==> src/sv/kct_pkg.sv <==
package kct_pkg;

  // default table geometry
  localparam int DEF_TABLE_ENTRIES = 16;
  localparam int DEF_COUNT_BITS    = 16;

  // fixed field widths
  localparam int KEY_BITS    = 24;
  localparam int AMOUNT_BITS = 16;
  localparam int COUNT_OUT_BITS = 16;

  typedef enum logic [1:0] {
    KIND_ADD    = 2'd0,
    KIND_REMOVE = 2'd1,
    KIND_LIST   = 2'd2,
    KIND_IGNORE = 2'd3
  } kind_t;

  typedef enum logic [2:0] {
    ST_UPDATED   = 3'd0,
    ST_INSERTED  = 3'd1,
    ST_SHORT     = 3'd2,
    ST_NOT_FOUND = 3'd3,
    ST_FULL      = 3'd4,
    ST_LIST      = 3'd5
  } status_t;

  typedef enum logic [1:0] {
    S_IDLE = 2'd0,
    S_RD   = 2'd1,
    S_EV   = 2'd2,
    S_END  = 2'd3
  } state_t;

  // which result the datapath loads into the output register
  typedef enum logic [1:0] {
    EM_HIT  = 2'd0,
    EM_PEND = 2'd1,
    EM_END  = 2'd2
  } emit_src_t;

  typedef struct packed {
    logic      load_item;
    logic      inc_idx;
    logic      rd_en;
    logic      wr_hit;
    logic      wr_ins;
    logic      load_pend;
    logic      emit;
    emit_src_t emit_src;
  } ctl_cmd_t;

  typedef struct packed {
    kind_t kind;
    logic  used_zero;
    logic  idx_last;
    logic  key_match;
    logic  cnt_nonzero;
    logic  pend_valid;
    logic  table_full;
    logic  out_free;
  } dp_stat_t;

endpackage

==> src/sv/kct_ctrl.sv <==
module kct_ctrl
  import kct_pkg::*;
(
  input  logic        clk,
  input  logic        rst,
  input  logic        in_valid,
  input  logic [1:0]  in_kind,
  output logic        in_ready,
  input  dp_stat_t    stat,
  output ctl_cmd_t    cmd
);

  state_t state;
  state_t state_next;

  // state register
  always_ff @(posedge clk) begin
    if (rst) begin
      state <= S_IDLE;
    end else begin
      state <= state_next;
    end
  end

  // next state and commands
  always_comb begin
    state_next   = state;
    cmd          = '0;
    cmd.emit_src = EM_HIT;
    in_ready     = 1'b0;
    case (state)
      S_IDLE: begin
        in_ready = 1'b1;
        if (in_valid) begin
          cmd.load_item = 1'b1;
          if (kind_t'(in_kind) == KIND_IGNORE) begin
            state_next = S_IDLE;
          end else if (stat.used_zero) begin
            state_next = S_END;
          end else begin
            state_next = S_RD;
          end
        end
      end
      S_RD: begin
        cmd.rd_en  = 1'b1;
        state_next = S_EV;
      end
      S_EV: begin
        if (stat.kind != KIND_LIST) begin
          // search for the key
          if (stat.key_match) begin
            if (stat.out_free) begin
              cmd.wr_hit   = 1'b1;
              cmd.emit     = 1'b1;
              cmd.emit_src = EM_HIT;
              state_next   = S_IDLE;
            end
          end else if (stat.idx_last) begin
            state_next = S_END;
          end else begin
            cmd.inc_idx = 1'b1;
            state_next  = S_RD;
          end
        end else if (!(stat.cnt_nonzero && stat.pend_valid && !stat.out_free)) begin
          // list sweep: a new nonzero entry pushes out the held one
          if (stat.cnt_nonzero) begin
            cmd.load_pend = 1'b1;
            if (stat.pend_valid) begin
              cmd.emit     = 1'b1;
              cmd.emit_src = EM_PEND;
            end
          end
          if (stat.idx_last) begin
            state_next = S_END;
          end else begin
            cmd.inc_idx = 1'b1;
            state_next  = S_RD;
          end
        end
      end
      S_END: begin
        if (stat.out_free) begin
          cmd.emit     = 1'b1;
          cmd.emit_src = EM_END;
          cmd.wr_ins   = (stat.kind == KIND_ADD) && !stat.table_full;
          state_next   = S_IDLE;
        end
      end
      default: begin
        state_next = S_IDLE;
      end
    endcase
  end

endmodule

==> src/sv/kct_datapath.sv <==
module kct_datapath
  import kct_pkg::*;
#(
  parameter int TABLE_ENTRIES = DEF_TABLE_ENTRIES,
  parameter int COUNT_BITS    = DEF_COUNT_BITS
) (
  input  logic                       clk,
  input  logic                       rst,
  input  logic [1:0]                 kind,
  input  logic [7:0]                 attr_code,
  input  logic [7:0]                 equip_type,
  input  logic [7:0]                 level,
  input  logic [AMOUNT_BITS-1:0]     amount,
  input  ctl_cmd_t                   cmd,
  output dp_stat_t                   stat,
  output logic                       out_valid,
  input  logic                       out_ready,
  output logic [2:0]                 status,
  output logic                       valid_entry,
  output logic [7:0]                 attr_out,
  output logic [7:0]                 equip_out,
  output logic [7:0]                 level_out,
  output logic [COUNT_OUT_BITS-1:0]  count_out,
  output logic                       last
);

  localparam int IDX_W  = (TABLE_ENTRIES > 1) ? $clog2(TABLE_ENTRIES) : 1;
  localparam int USED_W = $clog2(TABLE_ENTRIES + 1);
  localparam int WIDE   = ((COUNT_BITS > AMOUNT_BITS) ? COUNT_BITS : AMOUNT_BITS) + 1;
  localparam logic [COUNT_BITS-1:0] CMAX = {COUNT_BITS{1'b1}};

  // table memories
  logic [KEY_BITS-1:0]   key_mem [TABLE_ENTRIES];
  logic [COUNT_BITS-1:0] cnt_mem [TABLE_ENTRIES];
  logic [KEY_BITS-1:0]   rd_key;
  logic [COUNT_BITS-1:0] rd_cnt;

  logic [USED_W-1:0]     used;
  logic [IDX_W-1:0]      idx;

  // latched request
  kind_t                 k_kind;
  logic [KEY_BITS-1:0]   k_key;
  logic [AMOUNT_BITS-1:0] k_amt;

  // held list entry
  logic                  pend_valid;
  logic [KEY_BITS-1:0]   pend_key;
  logic [COUNT_BITS-1:0] pend_cnt;

  // output register
  status_t               o_status;
  logic                  o_valid_entry;
  logic [KEY_BITS-1:0]   o_key;
  logic [COUNT_BITS-1:0] o_cnt;
  logic                  o_last;

  logic [WIDE-1:0]       sum_w;
  logic [COUNT_BITS-1:0] add_cnt;
  logic [COUNT_BITS-1:0] rem_cnt;
  logic [COUNT_BITS-1:0] hit_cnt;
  logic [COUNT_BITS-1:0] amt_sat;
  logic                  short_cnt;
  logic                  out_free;
  logic                  table_full;
  logic [IDX_W-1:0]      wr_addr;

  status_t               e_status;
  logic                  e_valid_entry;
  logic [KEY_BITS-1:0]   e_key;
  logic [COUNT_BITS-1:0] e_cnt;
  logic                  e_last;

  // count arithmetic
  always_comb begin
    sum_w     = WIDE'(rd_cnt) + WIDE'(k_amt);
    add_cnt   = (sum_w > WIDE'(CMAX)) ? CMAX : COUNT_BITS'(sum_w);
    short_cnt = WIDE'(rd_cnt) < WIDE'(k_amt);
    rem_cnt   = short_cnt ? '0 : COUNT_BITS'(WIDE'(rd_cnt) - WIDE'(k_amt));
    hit_cnt   = (k_kind == KIND_ADD) ? add_cnt : rem_cnt;
    amt_sat   = (WIDE'(k_amt) > WIDE'(CMAX)) ? CMAX : COUNT_BITS'(k_amt);
  end

  assign table_full = (used == USED_W'(TABLE_ENTRIES));
  assign out_free   = !out_valid || out_ready;
  assign wr_addr    = cmd.wr_ins ? used[IDX_W-1:0] : idx;

  // memory write port
  always_ff @(posedge clk) begin
    if (cmd.wr_ins) begin
      key_mem[wr_addr] <= k_key;
      cnt_mem[wr_addr] <= amt_sat;
    end else if (cmd.wr_hit) begin
      cnt_mem[wr_addr] <= hit_cnt;
    end
  end

  // memory read port
  always_ff @(posedge clk) begin
    if (cmd.rd_en) begin
      rd_key <= key_mem[idx];
      rd_cnt <= cnt_mem[idx];
    end
  end

  // fill count and sweep index
  always_ff @(posedge clk) begin
    if (rst) begin
      used <= '0;
      idx  <= '0;
    end else begin
      if (cmd.wr_ins) begin
        used <= used + USED_W'(1);
      end
      if (cmd.load_item) begin
        idx <= '0;
      end else if (cmd.inc_idx) begin
        idx <= idx + IDX_W'(1);
      end
    end
  end

  // request latch
  always_ff @(posedge clk) begin
    if (cmd.load_item) begin
      k_kind <= kind_t'(kind);
      k_key  <= {attr_code, equip_type, level};
      k_amt  <= amount;
    end
  end

  // held list entry
  always_ff @(posedge clk) begin
    if (rst) begin
      pend_valid <= 1'b0;
    end else if (cmd.load_item) begin
      pend_valid <= 1'b0;
    end else if (cmd.load_pend) begin
      pend_valid <= 1'b1;
    end
  end

  always_ff @(posedge clk) begin
    if (cmd.load_pend) begin
      pend_key <= rd_key;
      pend_cnt <= rd_cnt;
    end
  end

  // result selection
  always_comb begin
    e_status      = ST_UPDATED;
    e_valid_entry = 1'b0;
    e_key         = k_key;
    e_cnt         = '0;
    e_last        = 1'b1;
    case (cmd.emit_src)
      EM_HIT: begin
        e_cnt    = hit_cnt;
        e_status = (k_kind == KIND_REMOVE && short_cnt) ? ST_SHORT : ST_UPDATED;
      end
      EM_PEND: begin
        e_status      = ST_LIST;
        e_valid_entry = 1'b1;
        e_key         = pend_key;
        e_cnt         = pend_cnt;
        e_last        = 1'b0;
      end
      EM_END: begin
        case (k_kind)
          KIND_ADD: begin
            e_status = table_full ? ST_FULL : ST_INSERTED;
            e_cnt    = table_full ? '0 : amt_sat;
          end
          KIND_REMOVE: begin
            e_status = ST_NOT_FOUND;
          end
          default: begin
            // list end: last held entry, or the empty marker
            e_status      = ST_LIST;
            e_valid_entry = pend_valid;
            e_key         = pend_valid ? pend_key : '0;
            e_cnt         = pend_valid ? pend_cnt : '0;
          end
        endcase
      end
      default: begin
        e_status = ST_UPDATED;
      end
    endcase
  end

  // output register
  always_ff @(posedge clk) begin
    if (rst) begin
      out_valid <= 1'b0;
    end else if (cmd.emit) begin
      out_valid <= 1'b1;
    end else if (out_ready) begin
      out_valid <= 1'b0;
    end
  end

  always_ff @(posedge clk) begin
    if (cmd.emit) begin
      o_status      <= e_status;
      o_valid_entry <= e_valid_entry;
      o_key         <= e_key;
      o_cnt         <= e_cnt;
      o_last        <= e_last;
    end
  end

  assign status      = o_status;
  assign valid_entry = o_valid_entry;
  assign attr_out    = o_key[23:16];
  assign equip_out   = o_key[15:8];
  assign level_out   = o_key[7:0];
  assign count_out   = COUNT_OUT_BITS'(o_cnt);
  assign last        = o_last;

  // status to the controller
  always_comb begin
    stat.kind        = k_kind;
    stat.used_zero   = (used == '0);
    stat.idx_last    = ((USED_W'(idx) + USED_W'(1)) == used);
    stat.key_match   = (rd_key == k_key);
    stat.cnt_nonzero = (rd_cnt != '0);
    stat.pend_valid  = pend_valid;
    stat.table_full  = table_full;
    stat.out_free    = out_free;
  end

`ifndef NO_ASSERTIONS
  // a result is never loaded over one that is still waiting
  a_emit_free: assert property (@(posedge clk) disable iff (rst)
    cmd.emit |-> out_free)
    else $error("result loaded while output register busy");

  // insert only into a table with room, and it grows by one
  a_ins_room: assert property (@(posedge clk) disable iff (rst)
    cmd.wr_ins |-> !table_full)
    else $error("insert into full table");

  a_ins_grow: assert property (@(posedge clk) disable iff (rst)
    cmd.wr_ins |=> (used == USED_W'($past(used) + USED_W'(1))))
    else $error("fill count did not advance on insert");

  // count update only on a matching key
  a_hit_match: assert property (@(posedge clk) disable iff (rst)
    cmd.wr_hit |-> (rd_key == k_key))
    else $error("count written without key match");
`endif

endmodule

==> src/sv/keyed_count_table_top.sv <==
// add or remove sweeps the table from entry 0 and gives its result when the matching entry is found
// add or remove miss, and list, sweep up to the fill count: one table read and one compare per entry
// one request at a time: no new request is taken until the last one is done; output stalls hold it
// a list request sends one result per nonzero entry, the last at the end, or an empty marker if none
// reset (synchronous, active high) empties the table by clearing the fill count
// table memories are not cleared; no entry at or above the fill count is ever read
module keyed_count_table_top
  import kct_pkg::*;
#(
  parameter int TABLE_ENTRIES = DEF_TABLE_ENTRIES,
  parameter int COUNT_BITS    = DEF_COUNT_BITS
) (
  input  logic                       clk,
  input  logic                       rst,
  input  logic                       in_valid,
  output logic                       in_ready,
  input  logic [1:0]                 kind,
  input  logic [7:0]                 attr_code,
  input  logic [7:0]                 equip_type,
  input  logic [7:0]                 level,
  input  logic [AMOUNT_BITS-1:0]     amount,
  output logic                       out_valid,
  input  logic                       out_ready,
  output logic [2:0]                 status,
  output logic                       valid_entry,
  output logic [7:0]                 attr_out,
  output logic [7:0]                 equip_out,
  output logic [7:0]                 level_out,
  output logic [COUNT_OUT_BITS-1:0]  count_out,
  output logic                       last
);

  ctl_cmd_t cmd;
  dp_stat_t stat;

  // sequencer
  kct_ctrl u_ctrl (
    .clk      (clk),
    .rst      (rst),
    .in_valid (in_valid),
    .in_kind  (kind),
    .in_ready (in_ready),
    .stat     (stat),
    .cmd      (cmd)
  );

  // table, arithmetic and output register
  kct_datapath #(
    .TABLE_ENTRIES (TABLE_ENTRIES),
    .COUNT_BITS    (COUNT_BITS)
  ) u_dp (
    .clk         (clk),
    .rst         (rst),
    .kind        (kind),
    .attr_code   (attr_code),
    .equip_type  (equip_type),
    .level       (level),
    .amount      (amount),
    .cmd         (cmd),
    .stat        (stat),
    .out_valid   (out_valid),
    .out_ready   (out_ready),
    .status      (status),
    .valid_entry (valid_entry),
    .attr_out    (attr_out),
    .equip_out   (equip_out),
    .level_out   (level_out),
    .count_out   (count_out),
    .last        (last)
  );

endmodule
==> config.mk <==
export PLATFORM = sky130hd
export DESIGN_NAME = keyed_count_table_top
export DESIGN_NICKNAME = d
export VERILOG_FILES = /design/src/sv/kct_pkg.sv /design/src/sv/kct_ctrl.sv /design/src/sv/kct_datapath.sv /design/src/sv/keyed_count_table_top.sv
export SDC_FILE = /design/constraint.sdc
export NUM_CORES = 1
export LEC_CHECK = 0
export BUFFER_PORTS_ARGS = -buffer_cell sky130_fd_sc_hd__buf_4
export CORE_MARGIN = 2
export CORE_UTILIZATION = 38
export DETAILED_ROUTE_END_ITERATION = 10
export MAX_ROUTING_LAYER = met4
export PLACE_DENSITY = 0.62
export SLEW_MARGIN = 0
export SYNTH_ARGS = -nofsm -noshare
export SYNTH_HDL_FRONTEND = slang
export SYNTH_SLANG_ARGS = --single-unit
==> constraint.sdc <==
create_clock -name clk -period 4.1 [get_ports clk]
set_clock_uncertainty 0.2 [all_clocks]
set_input_delay 0.615 -clock clk [delete_from_list [all_inputs] [get_ports clk]]
set_output_delay 0.615 -clock clk [all_outputs]
set_load 0.01 [all_outputs]
# Word-level counts from Yosys, hierarchy flattened
# Memories as Yosys holds them, arrays and structs flattened. A register that Yosys moved wholly into a read port is not among the register bits.
# Cells that the tools add are included.
[totals]
regBits = 140
latchBits = 0
ram_bits = 640
romBits = 0
inputBits = 46
out_inout_bits = 47
elab_cells = 115
mem_count = 2
[op_classes]
n_addsub = 5
n_mul = 0
div_mod_pow = 0
magnitude_cmp = 2
eq_ne = 13
shift = 0
muxes = 60
bitwise_logic = 1
n_reduce_logical = 17
[mem_list]
columns = ["name", "depth", "width", "rd", "rd_ports_with_merged_regs", "wr", "line_no", "rtl"]
rows = [
  ["u_dp.key_mem", 16, 24, 1, 1, 1, "kct_datapath.sv:33", "logic [KEY_BITS-1:0] key_mem [TABLE_ENTRIES];"],
  ["u_dp.cnt_mem", 16, 16, 1, 1, 1, "kct_datapath.sv:34", "logic [COUNT_BITS-1:0] cnt_mem [TABLE_ENTRIES];"],
]
[op_table]
columns = ["cell", "n"]
rows = [
  ["2-to-1 mux 16 bit", 6],
  ["2-to-1 mux 24 bit", 2],
  ["case mux 16 bit (3 select lines)", 1],
  ["case mux 24 bit (2 select lines)", 1],
  ["case mux 16 bit (2 select lines)", 1],
  ["2-to-1 mux 1 bit", 26],
  ["equality test 24 bit", 1],
  ["2-to-1 mux 2 bit", 9],
  ["2-to-1 mux 3 bit", 6],
  ["adder 16 x 16 -> 17 bit", 1],
  ["greater-than comparator 17 x 16 -> 1 bit (second input constant)", 1],
  ["< comparator 16 bit", 1],
  ["nonzero test 16 bit", 1],
  ["subtractor 16 bit", 1],
  ["2-to-1 mux 4 bit", 3],
  ["case mux 3 bit (2 select lines)", 2],
  ["case mux 3 bit (3 select lines)", 1],
  ["equality test 2 bit (second input constant)", 4],
  ["case mux 2 bit (4 select lines)", 1],
  ["equality test 2 x 1 -> 1 bit (second input constant)", 3],
  ["zero test 2 bit", 3],
  ["adder 4 x 1 -> 5 bit (second input constant)", 1],
  ["adder 5 x 1 -> 5 bit (second input constant)", 1],
  ["equality test 5 bit", 1],
  ["other kinds (13)", 20],
]

# Longest topological paths before layout
# Gate-level depths: netlist of run 1.
[logic_depth]
depth_word = 10
depth_mapped = 12
ltp_nobuf = 12

# Hierarchy
# Synthesis of run 1 repeated with hierarchy kept, for this count alone.
[hier_totals]
cells_unflattened = 1669
hier_area_um2 = 33066.7
[by_module_without_submodules]
columns = ["module", "instances", "cells_each", "area_each_um2", "seq_area_each_um2"]
rows = [
  ["kct_datapath", 1, 1636, 32810.2, 24453.5],
  ["kct_ctrl", 1, 33, 256.5, 40.0],
]

# Least setup slack after synthesis of run 1
# Ideal clock, no wire load.
[synth_path]
path_type = "flip-flop to flip-flop"
from = "reg u_dp.k_kind[1]"
to = "mem u_dp.key_mem[4][0] (enable)"
setup_time_ps = 466
arrival_ps = 3606
required_time_ps = 3434
slack_ps = -172
path_stages_with_launch = 5
path_buffers = 1
synth_period_minus_slack_ps = 4272
path_cell_list = "edfxtp_1 -> nor2_1 -> clkbuf_1 -> nand3_1 -> nor4_1"
[synth_between]
elab_chain_cells = 6
elab_cells_between_ends = 7
classes_between = "5 x mux; 2 x reduce/logical"
[synth_lines]
columns = ["item", "line_no", "rtl"]
rows = [
  ["start: declaration", "kct_datapath.sv:42", "kind_t k_kind;"],
  ["start signal: assignment", "kct_datapath.sv:126", "k_kind <= kind_t'(kind);"],
  ["zero test 2 bit (*)", "kct_ctrl.sv:86", "cmd.wr_ins = (stat.kind == KIND_ADD) && !stat.table_full;"],
  ["logical AND 1 bit (*)", "kct_ctrl.sv:86", ""],
  ["2-to-1 mux 1 bit (*)", "kct_ctrl.sv:83", "if (stat.out_free) begin"],
  ["2-to-1 mux 1 bit (*)", "kct_ctrl.sv:31", "case (state)"],
  ["2-to-1 mux 1 bit", "kct_datapath.sv:90", "if (cmd.wr_ins) begin"],
  ["2-to-1 mux 1 bit (not written as such)", "kct_datapath.sv:91", "key_mem[wr_addr] <= k_key;"],
  ["end: declaration", "kct_datapath.sv:33", ""],
]
# Mark *: on every way between the ends. The rest lies on a longest branch, timed or not.

# Final worst setup path of run 1
[layout_path]
from = "reg u_dp.k_key[18]"
to = "mem u_dp.cnt_mem[13][4] (netlist name) (data pin)"
[layout_between]
elab_chain_cells = 8
[layout_lines]
columns = ["item", "line_no", "rtl"]
rows = [
  ["start: declaration", "kct_datapath.sv:43", "logic [KEY_BITS-1:0] k_key;"],
  ["start signal: assignment", "kct_datapath.sv:127", "k_key <= {attr_code, equip_type, level};"],
  ["equality test 24 bit", "kct_datapath.sv:227", "stat.key_match = (rd_key == k_key);"],
  ["2-to-1 mux 1 bit", "kct_ctrl.sv:52", "if (stat.key_match) begin"],
  ["2-to-1 mux 1 bit", "kct_ctrl.sv:50", "if (stat.kind != KIND_LIST) begin"],
  ["2-to-1 mux 1 bit", "kct_ctrl.sv:31", ""],
  ["2-to-1 mux 1 bit", "kct_datapath.sv:93", "end else if (cmd.wr_hit) begin"],
  ["2-to-1 mux 1 bit", "kct_datapath.sv:90", ""],
  ["2-to-1 mux 1 bit (not written as such)", "kct_datapath.sv:94", "cnt_mem[wr_addr] <= hit_cnt;"],
  ["2-to-1 mux 16 bit (no source line)", "--", ""],
  ["end: declaration", "kct_datapath.sv:34", ""],
]
# No other way between the ends.

==> qor.csv, run 1 <==
stage,metric,value,unit
timing,worst slew pin tran,0.976,ns
detailed_routing,starting DRC count in detailed routing,1738,
synth,Synth Flop Type,edfxtp_1,
global_routing,first-pass GRT wire length,119,mm
global_routing,Tot GR Track Use,18.7,%
clock_tree,TritonCTS clock tree,yes,
layout,synth-to-layout area growth,18.5,%
clock_tree,Max clock buf depth,3,
die,# IOs,93,
timing,Fmax,256,MHz
detailed_routing,Vias/cell,5.50,
setup_path,"Req. time, crit path",4.37,ns
die,core area,86500,µm²
clock_tree,"CTS clk-pin slew, worst paths",0.06,ns
layout,Final nets,1993,
global_routing,initial antenna violation count,1,
setup_path,critical path's largest stage delay,0.64,ns
die,die height,299,µm
synth,Syn Nets,1747,
timing,RSZ-0062 raised after global routing,false,
place,gpl congestion,0.920,
clock_tree,worst-skew pair later-pin latency,0.65,ns
setup_path,Critical-path top delay cell,nor4_1,
detailed_routing,Pre-antenna DRT Iters,5,
layout,share of cells above drive strength 1,29.6,%
status,outcome,finished clean,
detailed_routing,drt wl/cell,26.0,µm
power_and_ir_drop,Max VDD drop,0.275,mV
synth,register area share after synthesis,74.2,%
synth,post-synth top area cell,edfxtp_1,
timing,Tcrit/Tclk final,95.4,%
setup_path,Setup crit start kind,flip-flop,
layout,# diodes,0,
die,initial core utilization,38.2,%
synth,Synth top area share,73.4,%
detailed_routing,DR vias,17200,
clock_tree,clock root buffer master,clkbuf_16,
power_and_ir_drop,Leak,0.0124,µW
power_and_ir_drop,total power,18200,µW
timing,Slew Limit Fails,0,
die,Die ar.,89300,µm²
clock_tree,CTS buffer count,82,
global_routing,remaining global-route overflow,0,
timing,TNS Setup,0,ns
place,count of port buffers added during placement,92,
timing,Final setup viols,0,
clock_tree,clock sink count,820,
die,die width,299,µm
setup_path,critical path class,flip-flop to flip-flop,
detailed_routing,residual DRC count,0,
setup_path,"most used cell, CP",buf_4,
synth,Post-synth ARST share,0,%
setup_path,"critical path, cell by cell",xor2_1 -> nor4_1 -> nand4_1 -> nor4_2 -> buf_4 -> and3_1 -> buf_4 -> nand2_1 -> o22ai_1 -> buf_4,
die,row count,108,
setup_path,Crit. End Element,flip-flop,
setup_path,Buf/Inv on CP,3,
place,hpwl dp,48.6,mm
worst_hold_path,HP Class,primary input to flip-flop,
run,max-cap violations,0,
setup_path,Critical Path AT,4.18,ns
synth,yosys warns,0,
synth,Post-Syn Instances,1660,
synth,Syn Std Cell Area,33000,µm²
setup_path,critical-path maximum fanout,21,
timing,post-layout minimum cycle time,3.91,ns
clock_tree,H-Tree Level Count,3,
detailed_routing,post-route ant nets,0,
setup_path,family with the most delay on the worst path,simple AND/OR/NAND/NOR gates,
synth,number of synthesized flops with an enable pin,807,
detailed_routing,DRT Wirelength,81.1,mm
power_and_ir_drop,PwrDens,466,nW/µm²
synth,"top cells by area, synth","edfxtp_1 73%, mux4_2 14%, ha_1 1.5%, nor2_1 1.1%, dfxtp_1 0.79%",
timing,slew margin rel.,34.8,%
synth,Seq cells post-synth,820,
timing,final hold violations,0,
global_routing,largest net degree at the start of global routing,68,
timing,worst hold slack,0.0500,ns
synth,Yosys cell types,83,
synth,Mean Syn Cell Area,19.9,µm²
global_routing,vias in the first global route,17400,
flip-flops by register name (all words and copies together) (netlist names), 2 cells and up:
signal,cells
u_ctrl.state,2
u_dp.amt_sat,16
u_dp.cnt_mem,256
u_dp.count_out,16
u_dp.idx,4
u_dp.k_key,24
u_dp.k_kind,2
u_dp.key_mem,384
u_dp.o_key,24
u_dp.pend_cnt,16
u_dp.pend_key,24
u_dp.rd_cnt,16
u_dp.rd_key,24
u_dp.status,3
u_dp.used,5
timing repair:
| action | CTS | global route |
|---|---|---|
| setup endpoints to repair | 0 | 64 |
| hold buffers | 42 | 0 |
| endpoints found under the hold margin | 42 | 0 |
| setup buffers | 0 | 1 |
| resized for setup | 0 | 1 |
Yosys cell counts, types with 4 or more instances:
library cell	n
a21o_1	7
a211oi_1	6
o21a_1	5
and3_1	7
dfxtp_1	13
nand4_1	9
a22oi_1	16
o31ai_1	4
nor2b_1	10
a31oi_1	8
nor4_1	10
nand3_1	18
nand2b_1	7
nor3_1	11
nand2_1	32
mux4_2	200
o21ai_0	22
xor2_1	17
o211ai_1	4
clkbuf_1	45
a21oi_1	43
edfxtp_1	807
inv_1	46
o22ai_1	8
buf_1	9
or3_1	5
buf_2	25
xnor2_1	22
nor2_1	98
o21ai_1	4
ha_1	39
a22o_1	25
power breakdown:
group | leakage, µW | switching, µW | internal (µW)
clock network | 0.00125 | 3130 | 3970
registers | 0.00740 | 155 | 9430
logic | 0.00375 | 864 | 667
total | 0.0124 | 4150 | 14100
placed cells by master (no fill, tap or decap), types with 4 or more instances in the layout:
cell type,count
edfxtp_1,807
mux4_2,200
buf_4,176
clkbuf_16,82
nor2_1,68
inv_1,46
a21oi_1,42
dlygate4sd3_1,42
ha_1,39
nand2_1,32
buf_12,26
a22o_1,25
xnor2_1,22
o21ai_0,22
clkinv_1,18
nand3_1,17
xor2_1,17
clkinv_2,17
a22oi_1,16
nor2_2,16
nor2_4,15
clkbuf_1,14
nor3_1,10
nand4_1,9
nor2b_1,9
dfxtp_1,9
nor4_1,8
o22ai_1,8
nand2b_1,7
and3_1,7
a21o_1,7
a31oi_1,7
a211oi_1,6
o21a_1,5
or3_1,5
o21ai_1,4
o211ai_1,4
o31ai_1,4
bufinv_16,4
kinds of logic after synthesis:
logic type / share of synthesized area, %
DFF: 74.2
adders and majority gates: 1.60
buffers and inverters: 1.63
muxes: 13.7
and+or+nand+nor: 3.35
AOI/OAI and AO/OA: 4.51
xor gates and xnor gates: 1.03
routing by layer:
layer  part of all wire (%)  up-vias  track usage [%]
met4                    1.5        0             4.35
met3                    6.4       94             2.76
li1                       -     7337                -
met1                     44     9149             26.2
met2                     48      603             29.1
met5                      0        -                -
layout make-up:
class	instances	area [µm²]
fillers	7330	47400
clock inverters	48	419
repair buffers	244	2260
inverters	48	180
well taps	1155	1450
flip-flops and latches	820	24500
multi-input cells	710	8200
clock buffers	97	2120
through the flow:
step | area, µm² | util (%) | std cells | worst slack, ns
after floorplan | 33000 | - | 1660 | 0.117
after global placement | 36100 | 41.8 | 2934 | 0.210
after detailed placement | 36100 | 41.8 | 2934 | 0.151
after CTS | 39100 | 45.2 | 3121 | 0.105
after global routing | 39100 | 45.2 | 3122 | 0.00971
final | 39100 | 45.2 | 3122 | 0.190
final timing paths:
kind | start | end | slack [ns] | cells after the start
min | rst | u_dp.used[0]$_SDFFE_PP0P_ | 0.05 | 2
min reg2reg | u_dp.rd_key[15]$_DFFE_PP_ | u_dp.pend_key[15]$_DFFE_PP_ | 0.27 | 0
max reg2reg | u_dp.k_key[18]$_DFFE_PP_ | u_dp.cnt_mem[13][4]$_DFFE_PP_ | 0.19 | 10
max | u_dp.k_key[18]$_DFFE_PP_ | u_dp.cnt_mem[13][4]$_DFFE_PP_ | 0.19 | 10
worst reg2reg max path, stage by stage, from the launching register on:
cell and delay, ns:
edfxtp_1 0.47, xor2_1 0.24, nor4_1 0.64, nand4_1 0.19, nor4_2 0.31, buf_4 0.19
and3_1 0.30, buf_4 0.33, nand2_1 0.18, o22ai_1 0.40, buf_4 0.29
Power figures use the tool's default switching activity.
==> inputs of run 2 (changes only) <==
- PLACE_DENSITY: 0.62 -> 0.6
- clock period: 4.1 -> 4.3 ns (I/O delays scaled with it)
==> run 2 against run 1 <==
Net effect: sequential power fell by 4.8%; via count shrank 0.57%; cell area is 0.39% lower; sequential share of layout area grew 0.25 points; die area stayed put; fmax is 1.8% lower; register-to-register slack improved by 0.13 ns; cell count increased by 0.13%; clock-buffer cell count rose by 4; worst hold slack got worse by 0.026 ns; power shrank 2.8%; critical endpoint is now u_dp.cnt_mem[3][12]$_DFFE_PP_.
==> qor.csv, run 2 (synthesis gave the netlist of run 1 again) <==
stage,metric,value,unit
clock_tree,worst-skew pair later-pin latency,0.65,ns
setup_path,origin of the critical flop-to-flop path,u_dp.rd_key[10]$_DFFE_PP_,
setup_path,critical-path maximum fanout,23,
global_routing,vias in the first global route,17500,
timing,final worst slack,0.320,ns
detailed_routing,Pre-antenna DRT Iters,6,
global_routing,remaining global-route overflow,0,
die,row count,108,
clock_tree,clock sink count,820,
die,die height,299,µm
global_routing,Tot GR Track Use,18.8,%
power_and_ir_drop,total power,17700,µW
timing,RSZ-0062 raised after global routing,false,
layout,final cell count without fillers,3126,
setup_path,Critical Path AT,4.09,ns
power_and_ir_drop,Max VDD drop,0.257,mV
setup_path,Setup crit start kind,flip-flop,
timing,final hold violations,0,
clock_tree,"CTS clk-pin slew, worst paths",0.06,ns
timing,slew margin rel.,24.9,%
die,Die ar.,89300,µm²
die,core area,86500,µm²
power_and_ir_drop,sw power,4010,µW
place,gpl congestion,0.892,
timing,TNS Setup,0,ns
layout,Final nets,1988,
detailed_routing,post-route ant nets,0,
die,# IOs,93,
clock_tree,post-CTS setup buffers,0,
setup_path,critical path class,flip-flop to flip-flop,
timing,post-layout minimum cycle time,3.98,ns
layout,Biggest register,u_dp.key_mem,
layout,synth-to-layout area growth,18.0,%
timing,Fmax,251,MHz
place,hpwl dp,49.0,mm
power_and_ir_drop,PwrDens,454,nW/µm²
detailed_routing,DRT Wirelength,81.6,mm
detailed_routing,residual DRC count,0,
detailed_routing,drt wl/cell,26.1,µm
global_routing,largest net degree at the start of global routing,58,
worst_hold_path,HP Class,primary input to flip-flop,
layout,fin area,39000,µm²
die,initial core utilization,38.2,%
timing,Slew Limit Fails,0,
layout,biggest regs,"u_dp.key_mem x384, u_dp.cnt_mem x256",
clock_tree,TritonCTS clock tree,yes,
power_and_ir_drop,P_int,13700,µW
status,outcome,finished clean,
detailed_routing,DR vias,17100,
run,max-cap violations,0,
setup_path,"Req. time, crit path",4.41,ns
layout,"most common cell after layout, fill and taps aside",edfxtp_1,
place,count of port buffers added during placement,92,
layout,share of cells above drive strength 1,28.9,%
layout,max reg flops,384,
power_and_ir_drop,Leak,0.0124,µW
detailed_routing,starting DRC count in detailed routing,1603,
clock_tree,H-Tree Level Count,3,
clock_tree,clock root buffer master,clkbuf_16,
detailed_routing,Vias/cell,5.47,
timing,worst slew pin tran,1.10,ns
layout,multi-input logic area,8150,µm²
global_routing,first-pass GRT wire length,120,mm
setup_path,Setup crit end,u_dp.cnt_mem[3][12]$_DFFE_PP_,
power_and_ir_drop,sequential power share,51.6,%
layout,"commonest non-fill, non-tap cells in the layout","807 x edfxtp_1, 200 x mux4_2, 189 x buf_4",
power_and_ir_drop,Net Sw Frac,22.6,%
timing,Final setup viols,0,
power_and_ir_drop,combinational power share,8.2,%
place,pre-CTS setup slack,0.179,ns
global_routing,initial antenna violation count,3,
place,dpl cells,2931,
clock_tree,CTS buffer count,83,
layout,# fillers,7365,
layout,sequential cell area,24500,µm²
setup_path,Crit. End Element,flip-flop,
power_and_ir_drop,Clk network pwr share,40.2,%
setup_path,FF-to-FF setup slack,0.32,ns
place,area of placed instances,35900,µm²
die,die width,299,µm
setup_path,R2R Path End,u_dp.cnt_mem[3][12]$_DFFE_PP_,
setup_path,CP Launch Point,u_dp.rd_key[10]$_DFFE_PP_,
clock_tree,Max clock buf depth,3,
timing,Tcrit/Tclk final,92.5,%
setup_path,r2r worst-path depth,10,
[run 2: timing repair]
action	4_1_cts	5_1_grt
hold buffers	40	0
gates resized for setup	0	1
endpoints found under the setup margin	0	16
endpoints found under the hold margin	40	0
[run 2: per-layer routing]
layer  wire length, µm  part of all wire [%]  vias to the layer above  GRT usage [%]
met5                 0                     0                        -              -
met4              1420                   1.7                        0           4.93
met3              4480                   5.5                       96           2.28
met2             39800                    49                      539           30.0
met1             36000                    44                     9116           25.9
li1                  -                     -                     7334              -
[run 2: per-stage QoR]
stage / hold slack [ns] / utilization [%]
6_report: 0.0237 / 45.1
5_1_grt: 0.00866 / 45.1
4_1_cts: 0.00110 / 45.1
3_5_place_dp: 0.259 / 41.5
3_3_place_gp: 0.255 / 41.5
2_1_floorplan: 0.247 / -
[run 2: worst min-delay path by stage]
stage	startpoint	to	cells past startpoint
2_1_floorplan	u_dp.pend_valid$_SDFFE_PP0P_	u_dp.pend_valid$_SDFFE_PP0P_	2
3_3_place_gp	u_dp.rd_key[15]$_DFFE_PP_	u_dp.pend_key[15]$_DFFE_PP_	0
3_5_place_dp	u_dp.rd_key[14]$_DFFE_PP_	u_dp.pend_key[14]$_DFFE_PP_	0
4_1_cts	amount[1]	u_dp.amt_sat[1]$_DFFE_PP_	1
5_1_grt	amount[3]	u_dp.amt_sat[3]$_DFFE_PP_	1
6_report	amount[1]	u_dp.amt_sat[1]$_DFFE_PP_	1
[run 2: worst max-delay path, stage by stage, from the launching register on]
cell	delay, ns
edfxtp_1	0.41
xor2_1	0.23
nor4_1	0.67
nand4_1	0.20
nor4_2	0.34
buf_4	0.21
and3_1	0.35
buf_12	0.23
a31oi_1	0.26
nor2_1	0.21
buf_4	0.30
[run 2: area by class of cell]
cell class | instances | share of cell area [%]
tap | 1155 | 3.71
antenna | 2 | 0.0128
timing repair buffer | 238 | 5.13
inverter | 48 | 0.462
clock buffer | 101 | 5.61
sequential | 820 | 62.9
multi-input combinational | 710 | 20.9
clock inverter | 52 | 1.30
[run 2: power by group through the flow]
stage	registers (µW)	logic (µW)	clock network, µW
CTS	9130	1460	7280
detailed placement	9300	1430	0
floorplan	9270	904	0
finish	9130	1450	7120
global route	9140	1570	7590
global placement	9290	1420	0
